$ cat src/sv/ffba_pkg.sv
// Package for the first-fit block allocator: command and status codes,
// table entry and result types, sequencer states and default sizes.
// No dependencies.
`default_nettype none

package ffba_pkg;

    localparam int ADDR_BITS = 20;
    localparam int SIZE_W    = 20;
    localparam int TOP_W     = ADDR_BITS + 1;

    localparam int MAX_BLOCKS_DEF   = 64;
    localparam int HEADER_BYTES_DEF = 32;

    localparam logic [TOP_W-1:0] HEAP_LIMIT_RESET = {1'b1, {ADDR_BITS{1'b0}}};
    localparam logic [TOP_W-1:0] ADDR_SPACE       = {1'b1, {ADDR_BITS{1'b0}}};

    localparam logic [1:0] CMD_ALLOC   = 2'd0;
    localparam logic [1:0] CMD_FREE    = 2'd1;
    localparam logic [1:0] CMD_REALLOC = 2'd2;

    localparam logic [1:0] STAT_OK      = 2'd0;
    localparam logic [1:0] STAT_NOMEM   = 2'd1;
    localparam logic [1:0] STAT_UNKNOWN = 2'd2;
    localparam logic [1:0] STAT_ZERO    = 2'd3;

    typedef struct packed {
        logic [ADDR_BITS-1:0] base;
        logic [SIZE_W-1:0]    cap;
        logic                 free;
    } entry_t;

    typedef struct packed {
        logic                 present;
        logic [ADDR_BITS-1:0] address;
        logic [1:0]           status;
        logic                 copy_needed;
        logic [ADDR_BITS-1:0] copy_source;
        logic [SIZE_W-1:0]    copy_length;
    } result_t;

    typedef enum logic [2:0] {
        ST_IDLE,
        ST_FIND,
        ST_FIT,
        ST_FREE_OLD,
        ST_RESP
    } state_t;

endpackage

`default_nettype wire

$ cat src/sv/ffba_req_if.sv
// Request channel of the allocator: valid/ready plus one command word.
// Depends on ffba_pkg for field widths.
`default_nettype none

interface ffba_req_if;
    logic                           valid;
    logic                           ready;
    logic [1:0]                     command;
    logic [ffba_pkg::SIZE_W-1:0]    request_size;
    logic                           address_present;
    logic [ffba_pkg::ADDR_BITS-1:0] block_address;

    modport source (output valid, command, request_size, address_present, block_address,
                    input ready);
    modport sink   (input valid, command, request_size, address_present, block_address,
                    output ready);
endinterface

`default_nettype wire

$ cat src/sv/ffba_rsp_if.sv
// Response channel of the allocator: valid/ready plus one result word.
// Depends on ffba_pkg for field widths.
`default_nettype none

interface ffba_rsp_if;
    logic                           valid;
    logic                           ready;
    logic                           result_present;
    logic [ffba_pkg::ADDR_BITS-1:0] result_address;
    logic [1:0]                     status;
    logic                           copy_needed;
    logic [ffba_pkg::ADDR_BITS-1:0] copy_source;
    logic [ffba_pkg::SIZE_W-1:0]    copy_length;

    modport source (output valid, result_present, result_address, status, copy_needed,
                    copy_source, copy_length, input ready);
    modport sink   (input valid, result_present, result_address, status, copy_needed,
                    copy_source, copy_length, output ready);
endinterface

`default_nettype wire

$ cat src/sv/ffba_table.sv
// Block table memory: one write port, one read port with registered data.
// Depends on ffba_pkg for the entry type.
`default_nettype none

module ffba_table #(
    parameter int DEPTH = ffba_pkg::MAX_BLOCKS_DEF
) (
    input  wire logic                     clk,
    input  wire logic                     we,
    input  wire logic [$clog2(DEPTH)-1:0] waddr,
    input  wire ffba_pkg::entry_t         wdata,
    input  wire logic [$clog2(DEPTH)-1:0] raddr,
    output ffba_pkg::entry_t              rdata
);

    ffba_pkg::entry_t mem [DEPTH];
    ffba_pkg::entry_t rdata_reg;

    always_ff @(posedge clk)
    begin
        if (we)
        begin
            mem[waddr] <= wdata;
        end
        rdata_reg <= mem[raddr];
    end

    assign rdata = rdata_reg;

endmodule

`default_nettype wire

$ cat src/sv/first_fit_block_allocator.sv
// First-fit block allocator; N is the live entry count (at most MAX_BLOCKS).
// Requests are handled one at a time: the next request is taken in the cycle after the
// result is loaded. The table is read one entry per cycle during a search.
// Reset clears the sequencer, entry count and heap top; heap_limit resets to 2^20.
// Depends on ffba_pkg, ffba_req_if, ffba_rsp_if and ffba_table.
`default_nettype none

module first_fit_block_allocator #(
    parameter int MAX_BLOCKS   = ffba_pkg::MAX_BLOCKS_DEF,
    parameter int HEADER_BYTES = ffba_pkg::HEADER_BYTES_DEF
) (
    input  wire logic                        clk,
    input  wire logic                        rst_n,
    input  wire logic                        cfg_we,
    input  wire logic [ffba_pkg::TOP_W-1:0]  cfg_wdata,
    ffba_req_if.sink                         req,
    ffba_rsp_if.source                       rsp
);

    localparam int IW = $clog2(MAX_BLOCKS);
    localparam int CW = $clog2(MAX_BLOCKS + 1);
    localparam int AB = ffba_pkg::ADDR_BITS;
    localparam int SW = ffba_pkg::SIZE_W;
    localparam int TW = ffba_pkg::TOP_W;

    ffba_pkg::state_t  state_reg, state_next;
    logic [1:0]        cmd_reg, cmd_next;
    logic [SW-1:0]     size_reg, size_next;
    logic [AB-1:0]     addr_reg, addr_next;
    logic [CW-1:0]     count_reg, count_next;
    logic [TW-1:0]     top_reg, top_next;
    logic [TW-1:0]     limit_reg;
    logic [CW-1:0]     scan_idx_reg, scan_idx_next;
    logic              pend_reg, pend_next;
    logic [IW-1:0]     pend_idx_reg, pend_idx_next;
    logic              move_reg, move_next;
    logic [IW-1:0]     old_idx_reg, old_idx_next;
    ffba_pkg::entry_t  old_entry_reg, old_entry_next;
    ffba_pkg::result_t res_reg, res_next;
    ffba_pkg::result_t out_reg, out_next;
    logic              out_valid_reg, out_valid_next;

    logic              mem_we;
    logic [IW-1:0]     mem_waddr;
    ffba_pkg::entry_t  mem_wdata;
    ffba_pkg::entry_t  rd_data;

    logic              issue;
    logic [AB-1:0]     rd_payload;
    logic [AB-1:0]     top_payload;
    logic [TW-1:0]     eff_limit;
    logic [TW:0]       append_end;
    logic              append_ok;

    ffba_table #(
        .DEPTH (MAX_BLOCKS)
    ) u_table (
        .clk   (clk),
        .we    (mem_we),
        .waddr (mem_waddr),
        .wdata (mem_wdata),
        .raddr (scan_idx_reg[IW-1:0]),
        .rdata (rd_data)
    );

    assign issue       = (scan_idx_reg < count_reg);
    assign rd_payload  = rd_data.base + AB'(HEADER_BYTES);
    assign top_payload = top_reg[AB-1:0] + AB'(HEADER_BYTES);
    assign eff_limit   = (limit_reg > ffba_pkg::ADDR_SPACE) ? ffba_pkg::ADDR_SPACE : limit_reg;
    assign append_end  = {1'b0, top_reg} + (TW+1)'(HEADER_BYTES) + (TW+1)'(size_reg);
    assign append_ok   = (count_reg < CW'(MAX_BLOCKS)) && (append_end <= {1'b0, eff_limit});

    always_ff @(posedge clk or negedge rst_n)
    begin
        if (!rst_n)
        begin
            state_reg     <= ffba_pkg::ST_IDLE;
            count_reg     <= '0;
            top_reg       <= '0;
            limit_reg     <= ffba_pkg::HEAP_LIMIT_RESET;
            pend_reg      <= 1'b0;
            out_valid_reg <= 1'b0;
        end
        else
        begin
            state_reg     <= state_next;
            count_reg     <= count_next;
            top_reg       <= top_next;
            pend_reg      <= pend_next;
            out_valid_reg <= out_valid_next;
            if (cfg_we)
            begin
                limit_reg <= cfg_wdata;
            end
        end
    end

    always_ff @(posedge clk)
    begin
        cmd_reg       <= cmd_next;
        size_reg      <= size_next;
        addr_reg      <= addr_next;
        scan_idx_reg  <= scan_idx_next;
        pend_idx_reg  <= pend_idx_next;
        move_reg      <= move_next;
        old_idx_reg   <= old_idx_next;
        old_entry_reg <= old_entry_next;
        res_reg       <= res_next;
        out_reg       <= out_next;
    end

    always_comb
    begin
        state_next     = state_reg;
        cmd_next       = cmd_reg;
        size_next      = size_reg;
        addr_next      = addr_reg;
        count_next     = count_reg;
        top_next       = top_reg;
        scan_idx_next  = scan_idx_reg;
        pend_next      = pend_reg;
        pend_idx_next  = pend_idx_reg;
        move_next      = move_reg;
        old_idx_next   = old_idx_reg;
        old_entry_next = old_entry_reg;
        res_next       = res_reg;
        out_next       = out_reg;
        out_valid_next = out_valid_reg && !rsp.ready;
        mem_we         = 1'b0;
        mem_waddr      = pend_idx_reg;
        mem_wdata      = rd_data;
        req.ready      = 1'b0;

        unique case (state_reg)
            ffba_pkg::ST_IDLE:
            begin
                req.ready = 1'b1;
                if (req.valid)
                begin
                    cmd_next      = req.command;
                    size_next     = req.request_size;
                    addr_next     = req.block_address;
                    res_next      = '0;
                    scan_idx_next = '0;
                    pend_next     = 1'b0;
                    move_next     = 1'b0;
                    priority if (req.command == ffba_pkg::CMD_ALLOC ||
                                 (req.command == ffba_pkg::CMD_REALLOC && !req.address_present))
                    begin
                        if (req.request_size == '0)
                        begin
                            res_next.status = ffba_pkg::STAT_ZERO;
                            state_next      = ffba_pkg::ST_RESP;
                        end
                        else
                        begin
                            state_next = ffba_pkg::ST_FIT;
                        end
                    end
                    else if (req.command == ffba_pkg::CMD_FREE && !req.address_present)
                    begin
                        state_next = ffba_pkg::ST_RESP;
                    end
                    else if (req.command == ffba_pkg::CMD_FREE ||
                             req.command == ffba_pkg::CMD_REALLOC)
                    begin
                        state_next = ffba_pkg::ST_FIND;
                    end
                    else
                    begin
                        state_next = ffba_pkg::ST_RESP;
                    end
                end
            end

            ffba_pkg::ST_FIND:
            begin
                if (issue)
                begin
                    scan_idx_next = scan_idx_reg + CW'(1);
                    pend_next     = 1'b1;
                    pend_idx_next = scan_idx_reg[IW-1:0];
                end
                else
                begin
                    pend_next = 1'b0;
                end

                if (pend_reg && rd_payload == addr_reg)
                begin
                    mem_wdata.free = 1'b1;
                    state_next     = ffba_pkg::ST_RESP;
                    priority if (cmd_reg == ffba_pkg::CMD_FREE)
                    begin
                        mem_we = 1'b1;
                    end
                    else if (rd_data.free)
                    begin
                        res_next.status = ffba_pkg::STAT_UNKNOWN;
                    end
                    else if (size_reg == '0)
                    begin
                        mem_we = 1'b1;
                    end
                    else if (rd_data.cap >= size_reg)
                    begin
                        res_next.present = 1'b1;
                        res_next.address = addr_reg;
                    end
                    else
                    begin
                        // block too small: search for a new one, then release this one
                        move_next      = 1'b1;
                        old_idx_next   = pend_idx_reg;
                        old_entry_next = rd_data;
                        scan_idx_next  = '0;
                        pend_next      = 1'b0;
                        state_next     = ffba_pkg::ST_FIT;
                    end
                end
                else if (!pend_reg && !issue)
                begin
                    res_next.status = ffba_pkg::STAT_UNKNOWN;
                    state_next      = ffba_pkg::ST_RESP;
                end
            end

            ffba_pkg::ST_FIT:
            begin
                if (issue)
                begin
                    scan_idx_next = scan_idx_reg + CW'(1);
                    pend_next     = 1'b1;
                    pend_idx_next = scan_idx_reg[IW-1:0];
                end
                else
                begin
                    pend_next = 1'b0;
                end

                if (pend_reg && rd_data.free && rd_data.cap >= size_reg)
                begin
                    mem_we           = 1'b1;
                    mem_wdata.free   = 1'b0;
                    res_next.present = 1'b1;
                    res_next.address = rd_payload;
                    state_next       = move_reg ? ffba_pkg::ST_FREE_OLD : ffba_pkg::ST_RESP;
                end
                else if (!pend_reg && !issue)
                begin
                    if (append_ok)
                    begin
                        // no reusable block: append a new one at the heap top
                        mem_we           = 1'b1;
                        mem_waddr        = count_reg[IW-1:0];
                        mem_wdata.base   = top_reg[AB-1:0];
                        mem_wdata.cap    = size_reg;
                        mem_wdata.free   = 1'b0;
                        count_next       = count_reg + CW'(1);
                        top_next         = append_end[TW-1:0];
                        res_next.present = 1'b1;
                        res_next.address = top_payload;
                        state_next = move_reg ? ffba_pkg::ST_FREE_OLD : ffba_pkg::ST_RESP;
                    end
                    else
                    begin
                        res_next.status = ffba_pkg::STAT_NOMEM;
                        state_next      = ffba_pkg::ST_RESP;
                    end
                end
            end

            ffba_pkg::ST_FREE_OLD:
            begin
                mem_we               = 1'b1;
                mem_waddr            = old_idx_reg;
                mem_wdata            = old_entry_reg;
                mem_wdata.free       = 1'b1;
                res_next.copy_needed = 1'b1;
                res_next.copy_source = addr_reg;
                res_next.copy_length = old_entry_reg.cap;
                state_next           = ffba_pkg::ST_RESP;
            end

            ffba_pkg::ST_RESP:
            begin
                if (!out_valid_reg || rsp.ready)
                begin
                    out_next       = res_reg;
                    out_valid_next = 1'b1;
                    state_next     = ffba_pkg::ST_IDLE;
                end
            end

            default:
            begin
                state_next = ffba_pkg::ST_IDLE;
            end
        endcase
    end

    assign rsp.valid          = out_valid_reg;
    assign rsp.result_present = out_reg.present;
    assign rsp.result_address = out_reg.address;
    assign rsp.status         = out_reg.status;
    assign rsp.copy_needed    = out_reg.copy_needed;
    assign rsp.copy_source    = out_reg.copy_source;
    assign rsp.copy_length    = out_reg.copy_length;

endmodule

`default_nettype wire

$ cat src/flat_wrapper.sv
// flat-port wrapper written by rule: the top's interface ports become plain ports
module first_fit_block_allocator_flat 
#(
    parameter int MAX_BLOCKS   = ffba_pkg::MAX_BLOCKS_DEF,
    parameter int HEADER_BYTES = ffba_pkg::HEADER_BYTES_DEF
)
  (clk, rst_n, cfg_we, cfg_wdata, req_valid, req_command, req_request_size, req_address_present, req_block_address, req_ready, rsp_valid, rsp_result_present, rsp_result_address, rsp_status, rsp_copy_needed, rsp_copy_source, rsp_copy_length, rsp_ready);
  ffba_req_if req_i ();
  ffba_rsp_if rsp_i ();
  input  wire logic clk;
  input  wire logic rst_n;
  input  wire logic cfg_we;
  input  wire logic [ffba_pkg::TOP_W-1:0] cfg_wdata;
  input wire logic [$bits(req_i.valid)-1:0] req_valid;
  input wire logic [$bits(req_i.command)-1:0] req_command;
  input wire logic [$bits(req_i.request_size)-1:0] req_request_size;
  input wire logic [$bits(req_i.address_present)-1:0] req_address_present;
  input wire logic [$bits(req_i.block_address)-1:0] req_block_address;
  output wire logic [$bits(req_i.ready)-1:0] req_ready;
  output wire logic [$bits(rsp_i.valid)-1:0] rsp_valid;
  output wire logic [$bits(rsp_i.result_present)-1:0] rsp_result_present;
  output wire logic [$bits(rsp_i.result_address)-1:0] rsp_result_address;
  output wire logic [$bits(rsp_i.status)-1:0] rsp_status;
  output wire logic [$bits(rsp_i.copy_needed)-1:0] rsp_copy_needed;
  output wire logic [$bits(rsp_i.copy_source)-1:0] rsp_copy_source;
  output wire logic [$bits(rsp_i.copy_length)-1:0] rsp_copy_length;
  input wire logic [$bits(rsp_i.ready)-1:0] rsp_ready;
  assign req_i.valid = req_valid;
  assign req_i.command = req_command;
  assign req_i.request_size = req_request_size;
  assign req_i.address_present = req_address_present;
  assign req_i.block_address = req_block_address;
  assign req_ready = req_i.ready;
  assign rsp_valid = rsp_i.valid;
  assign rsp_result_present = rsp_i.result_present;
  assign rsp_result_address = rsp_i.result_address;
  assign rsp_status = rsp_i.status;
  assign rsp_copy_needed = rsp_i.copy_needed;
  assign rsp_copy_source = rsp_i.copy_source;
  assign rsp_copy_length = rsp_i.copy_length;
  assign rsp_i.ready = rsp_ready;
  first_fit_block_allocator #(.MAX_BLOCKS(MAX_BLOCKS), .HEADER_BYTES(HEADER_BYTES)) u_core (.clk(clk), .rst_n(rst_n), .cfg_we(cfg_we), .cfg_wdata(cfg_wdata), .req(req_i), .rsp(rsp_i));
endmodule
$ cat config.mk
export PLATFORM = sky130hd
export DESIGN_NAME = first_fit_block_allocator_flat
export DESIGN_NICKNAME = d
export VERILOG_FILES = /design/src/sv/ffba_pkg.sv /design/src/sv/ffba_req_if.sv /design/src/sv/ffba_rsp_if.sv /design/src/sv/ffba_table.sv /design/src/sv/first_fit_block_allocator.sv /design/src/flat_wrapper.sv
export SDC_FILE = /design/constraint.sdc
export NUM_CORES = 2
export LEC_CHECK = 0
export ABC_AREA = 1
export BUFFER_PORTS_ARGS = -buffer_cell sky130_fd_sc_hd__buf_2
export CORE_MARGIN = 2
export CORE_UTILIZATION = 35
export DETAILED_ROUTE_END_ITERATION = 10
export RECOVER_POWER = 100
export SLEW_MARGIN = 20
export SYNTH_ARGS = -nofsm -noshare
export SYNTH_HDL_FRONTEND = slang
export SYNTH_SLANG_ARGS = --single-unit
$ cat constraint.sdc
create_clock -name clk -period 6.4 [get_ports clk]
set_clock_uncertainty 0.2 [all_clocks]
set_input_delay 0.96 -clock clk [delete_from_list [all_inputs] [get_ports clk]]
set_output_delay 0.96 -clock clk [all_outputs]
set_load 0.01 [all_outputs]
* Word level (Yosys, flattened, before mapping)
Memories as Yosys holds them, arrays and structs flattened. A register that Yosys moved wholly into a read port is not among the register bits. Cells that the tools add are included.
Cells by class: equal/unequal tests 24, muxes and demuxes 82, add/subtract/negate cells 6, reduce and logical (&&, ||, !) cells 35, $lt $le $gt $ge 5, bitwise gates (word level) 5
Operators by type and width (count):
- $mux W21 | 7
- $mux W41 | 2
- $pmux W41 S2 | 1
- $pmux W40 S2 | 1
- $pmux W23 S3 | 1
- $mux W64 | 1
- $mux W7 | 7
- $mux W3 | 16
- $mux W23 | 2
- $add A20 B6 Y20 const B | 2
- $logic_not A20 Y1 | 2
- $mux W40 | 1
- $mux W1 | 26
- $add A21 B6 Y22 const B | 1
- $add A22 B20 Y22 | 1
- $le A22 B21 Y1 | 1
- $gt A21 B21 Y1 const B | 1
- $pmux W7 S3 | 1
- $eq A20 B20 Y1 | 1
- $ge A20 B20 Y1 | 1
- $mux W6 | 3
- $pmux W3 S5 | 1
- $add A7 B1 Y7 const B | 2
- $mux W2 | 7
- other kinds (29) | 68
Word-level totals: logic and storage cells 185, memories kept 1, output and inout bits 66, flip-flop bits (word level) 284, bits in writable memories 2624, input bits 69
Memories:
- u_core.u_table.mem | depth 64, bits a word 41, read ports 1, clocked after Yosys merged registers in 1, wr ports 1, RTL line ffba_table.sv:16 | ffba_pkg::entry_t mem [DEPTH];

* Depth between registers and ports, before layout
word-level depth 10, mapped depth 31, depth with buffers taken out 31

* Hierarchy
A second synthesis with hierarchy kept.
Unflattened totals: cells, all modules 10358, area total of the unflattened synthesis 121631.7 um^2
Modules (own cells, without submodules):
- ffba_table | instances 1, cells an instance 8676, seq. area each 79616.4 um^2, area each 106260.7 um^2
- first_fit_block_allocator | instances 1, cells an instance 1682, seq. area each 8259.2 um^2, area each 15371.0 um^2

* Worst setup path after synthesis
OpenSTA, ideal clock, no wires.
path type register -> register, start reg u_core.size_reg[1], end mem u_core.u_table.mem[0][19] in the netlist's numbering (data pin), path buffers 2, period minus slack after synthesis 6.499 ns, setup time 0.567 ns, cell stages (with the launch flop) 27, arrival 5.732 ns, slack -0.099 ns, data required time 5.633 ns, cells stage by stage edfxtp_1 -> ha_1 -> ha_1 -> fa_1 -> nand3_1 -> nand2_1 -> a21oi_1 -> o21ai_0 -> a21oi_1 -> o31ai_1 -> xor2_1 -> ha_1 -> nand2_1 -> nand2_1 -> nand2_1 -> nand2_1 -> nand2_1 -> nand2_1 -> a21oi_1 -> nand2_1 -> nand2_2 -> nand3_2 -> inv_2 -> buf_2 -> clkbuf_1 -> o21ai_0 -> o221ai_1
RTL lines:
- from (decl) | RTL line first_fit_block_allocator.sv:28 | logic [SW-1:0] size_reg, size_next;
- from (signal assigned) | RTL line first_fit_block_allocator.sv:101 | size_reg <= size_next;
- to (decl) | RTL line ffba_table.sv:16

==> key figures <==
Clock network
  • Clock sinks: 2949
  • Insertion delay to the later sink of the worst-skew pair: 0.89 ns
  • Clock transition at path regs: 0.06 ns
  • Total CTS buffers: 299
  • CTS root buf: clkbuf_16
  • Max clock buf depth: 4
  • CTS tree: yes
  • CTS H-tree depth: 5

Detailed routing
  • Met1 WL: 154200 µm
  • Via count: 78350
  • Antenna-violating nets left: 0
  • Met3 wire len: 39050 µm
  • Highest metal used: met5
  • TritonRoute pass-1 iters: 6
  • Drt drc: 0
  • Metal2 WL: 157200 µm
  • Post-Route WL: 362900 µm
  • WL/cell: 26.63 µm
  • Initial DRC Count: 11330
  • Via density: 5.749

Finish
  • Max reg flops: 2624
  • Nets@finish: 9178
  • Area grow syn2layout: 14.19%
  • Share of cells above drive strength 1: 0.09009
  • Post-Layout Inst Area: 0.1342 mm²
  • Fillers: 30660

Critical path
  • Crit path launch type: flip-flop
  • CP Class: reg2reg
  • Worst EP required: 6.84 ns
  • Reg2reg path depth: 7
  • Worst reg2reg path startpoint: u_core.scan_idx_reg[3]$_DFFE_PP_
  • R2R setup slack: 0.31 ns
  • Crit. End Element: flip-flop
  • R2R Path End: u_core.u_table.rdata[17]$_DFF_P_
  • Worst Path Max Fanout: 72
  • Critical path arrival: 6.53 ns

STA
  • Fin crit period: 6.088 ns
  • Final Hold Fails: 0
  • Fin. max-slew vios: 328
  • Final TNS setup: 0 ns
  • Measured slew at the worst slew-check pin: 3.466 ns
  • Fmax: 164.2 MHz
  • Unrepaired setup endpoints after global routing: no
  • Tcrit/Tclk final: 0.9513
  • Worst slew margin: -1.311
  • Final setup violating endpoints: 0

GRT
  • GRT Overall Usage: 0.2057
  • First-pass GRT wire length: 520300 µm
  • Largest net degree at the start of global routing: 185
  • Initial antenna violation count: 24
  • Gr ovfl total: 0
  • Number of global-route vias before repair: 73640

Synth
  • Largest area contributor in the netlist: edfxtp_1
  • Synthesized Nets: 9064
  • Synthesized area: 0.1175 mm²
  • Top cells by count, synth: edfxtp_1, nor2_1, o21ai_0, clkbuf_1, nand2_1
  • Yosys top cell area share: 0.7293
  • FF+latch count, synth: 2949
  • Post-synthesis sequential area ratio: 0.7478
  • Unique masters post-synth: 54
  • Synth Flop Type: edfxtp_1
  • Synth warnings: 0
  • Post-synth EDFFs: 2854
  • Mapped Avg Cell Area: 13.20 µm²
  • Gate Count Post-Synth: 8903
  • Async SR Flop Fraction: 0.01831
  • Most frequent cell after synthesis: edfxtp_1
  • Synth top area cells: edfxtp_1, o21ai_0, nor2_1

Power and ir drop
  • Pwr/cell area: 532.6 mW/mm²
  • Clk pwr share: 0.237
  • Sw frac: 0.4129
  • Reg power frac: 0.379
  • Static Leak: 43.14 nW
  • Comb power frac: 0.384
  • Internal Power: 41.96 mW
  • Sw Pwr: 29.51 mW
  • Peak VDD IR: 0.0005260 V

Hold path
  • Hold Path Depth: 1
  • Min-Delay Endpoint: u_core.addr_reg[12]$_DFFE_PP_
  • Hold_sp: req_block_address[12]
  • Hold Crit Class: in2reg

Placed design
  • Placer Congestion: 0.9037
  • Placed cell area: 0.1259 mm²
  • Post-DP HPWL: 209900 µm
  • IO buf count: 134

Die
  • Core area: 0.3337 mm²
  • # rows: 212
  • Die W: 583.4 µm
  • Num ports: 135
  • Initial core utilization: 0.3521
  • Die area: 0.3404 mm²
  • Die Ht: 583.4 µm

Status
  • Status: complete, but fails checks
  • Failing checks: max-capacitance violations, max-slew violations

Run
  • Max-Cap Viols: 8
## metrics by stage
step	cells	setup slack, ns	util	total power [mW]	hold WS, ns
global route	13630	0.0005471	0.4021	74.11	0.07978
floorplan	8903	-0.004313	-	41.46	0.2003
detailed placement	13100	0.3690	0.3773	54.78	0.2045
CTS	13620	0.3499	0.4049	71.57	0.06557
global placement	13100	0.2362	0.3773	54.41	0.2024
finish	13630	0.3116	0.4021	71.47	0.1179
## logic make-up (layout without fill, tap and decap cells)
logic type	Yosys count	in the layout	share of synthesized area
and+or+nand+nor	2392	2392	0.08127
xor gates and xnor gates	51	51	0.003801
adders and majority gates	92	92	0.009860
buffers and inverters	817	1149	0.02722
AOI/OAI and AO/OA	2598	2598	0.1296
DFF	2949	2949	0.7478
muxes	4	4	0.0003833
other	0	6	0
## power by group through the flow
stage          Sequential (mW)  Clock, mW  Combinational [mW]
2_1_floorplan             27.5          0                14.0
3_3_place_gp              27.3          0                27.1
3_5_place_dp              27.3          0                27.5
4_1_cts                   26.9       17.1                27.6
5_1_grt                   27.2       17.8                29.1
6_report                  27.1       16.9                27.5
## placed cells by master (no fill, tap or decap), drive strengths merged, types with 38 or more instances in the layout
master / count
dfrtp: 53
nand2: 435
ha: 91
xor2: 38
inv: 215
a21oi: 134
nand3: 186
clkinv: 113
o211ai: 129
dfxtp: 41
edfxtp: 2854
o22ai: 409
buf: 250
clkbuf: 548
o221ai: 342
nor2: 1688
o21ai: 1554
## repair_timing
action | CTS | global route
buffers inserted | 0 | 2
endpoints found under the hold margin | 0 | 0
gates resized for setup | 0 | 3
setup endpoints to repair | 0 | 923
hold buffers | 0 | 0
## per-layer routing
layer | global-route usage | up-vias
met2 | 0.3021 | 4481
li1 | - | 33680
met3 | 0.04058 | 553
met5 | 0 | -
met1 | 0.3042 | 39630
met4 | 0.06758 | 2
## worst max-delay path: stages (launching register included)
cell and delay (ns):
edfxtp_1 0.40, clkbuf_1 2.24, inv_8 0.84, nand3_1 0.41, o21ai_0 0.31, o21ai_0 0.46
nor2_1 0.26, or3_1 0.62
## how the worst max path moves through the flow
stage / start / to / slack [ns]
after floorplan: u_core.size_reg[1]$_DFFE_PP_ / u_core.u_table.mem[15][0]$_DFFE_PP_ / -0.004
after global placement: u_core.size_reg[1]$_DFFE_PP_ / u_core.u_table.mem[2][7]$_DFFE_PP_ / 0.24
after detailed placement: u_core.size_reg[1]$_DFFE_PP_ / u_core.u_table.mem[27][2]$_DFFE_PP_ / 0.37
after CTS: u_core.size_reg[1]$_DFFE_PP_ / u_core.u_table.mem[27][8]$_DFFE_PP_ / 0.35
after global routing: u_core.size_reg[3]$_DFFE_PP_ / u_core.u_table.mem[40][10]$_DFFE_PP_ / 0.0005
final: u_core.scan_idx_reg[3]$_DFFE_PP_ / u_core.u_table.rdata[17]$_DFF_P_ / 0.31
## final cells by class
class / instances / area [µm²] / share of cell area
Sequential cell: 2949 / 87880 / 0.6549
Multi-Input combinational cell: 5137 / 27160 / 0.2024
Clock buffer: 375 / 8019 / 0.05976
Tap cell: 4387 / 5489 / 0.04091
Timing Repair Buffer: 423 / 3625 / 0.02701
Clock inverter: 144 / 1187 / 0.008849
Inverter: 207 / 817.0 / 0.006089
Antenna cell: 6 / 15.01 / 0.0001119
Note: power is estimated with default switching activity, not from simulation.
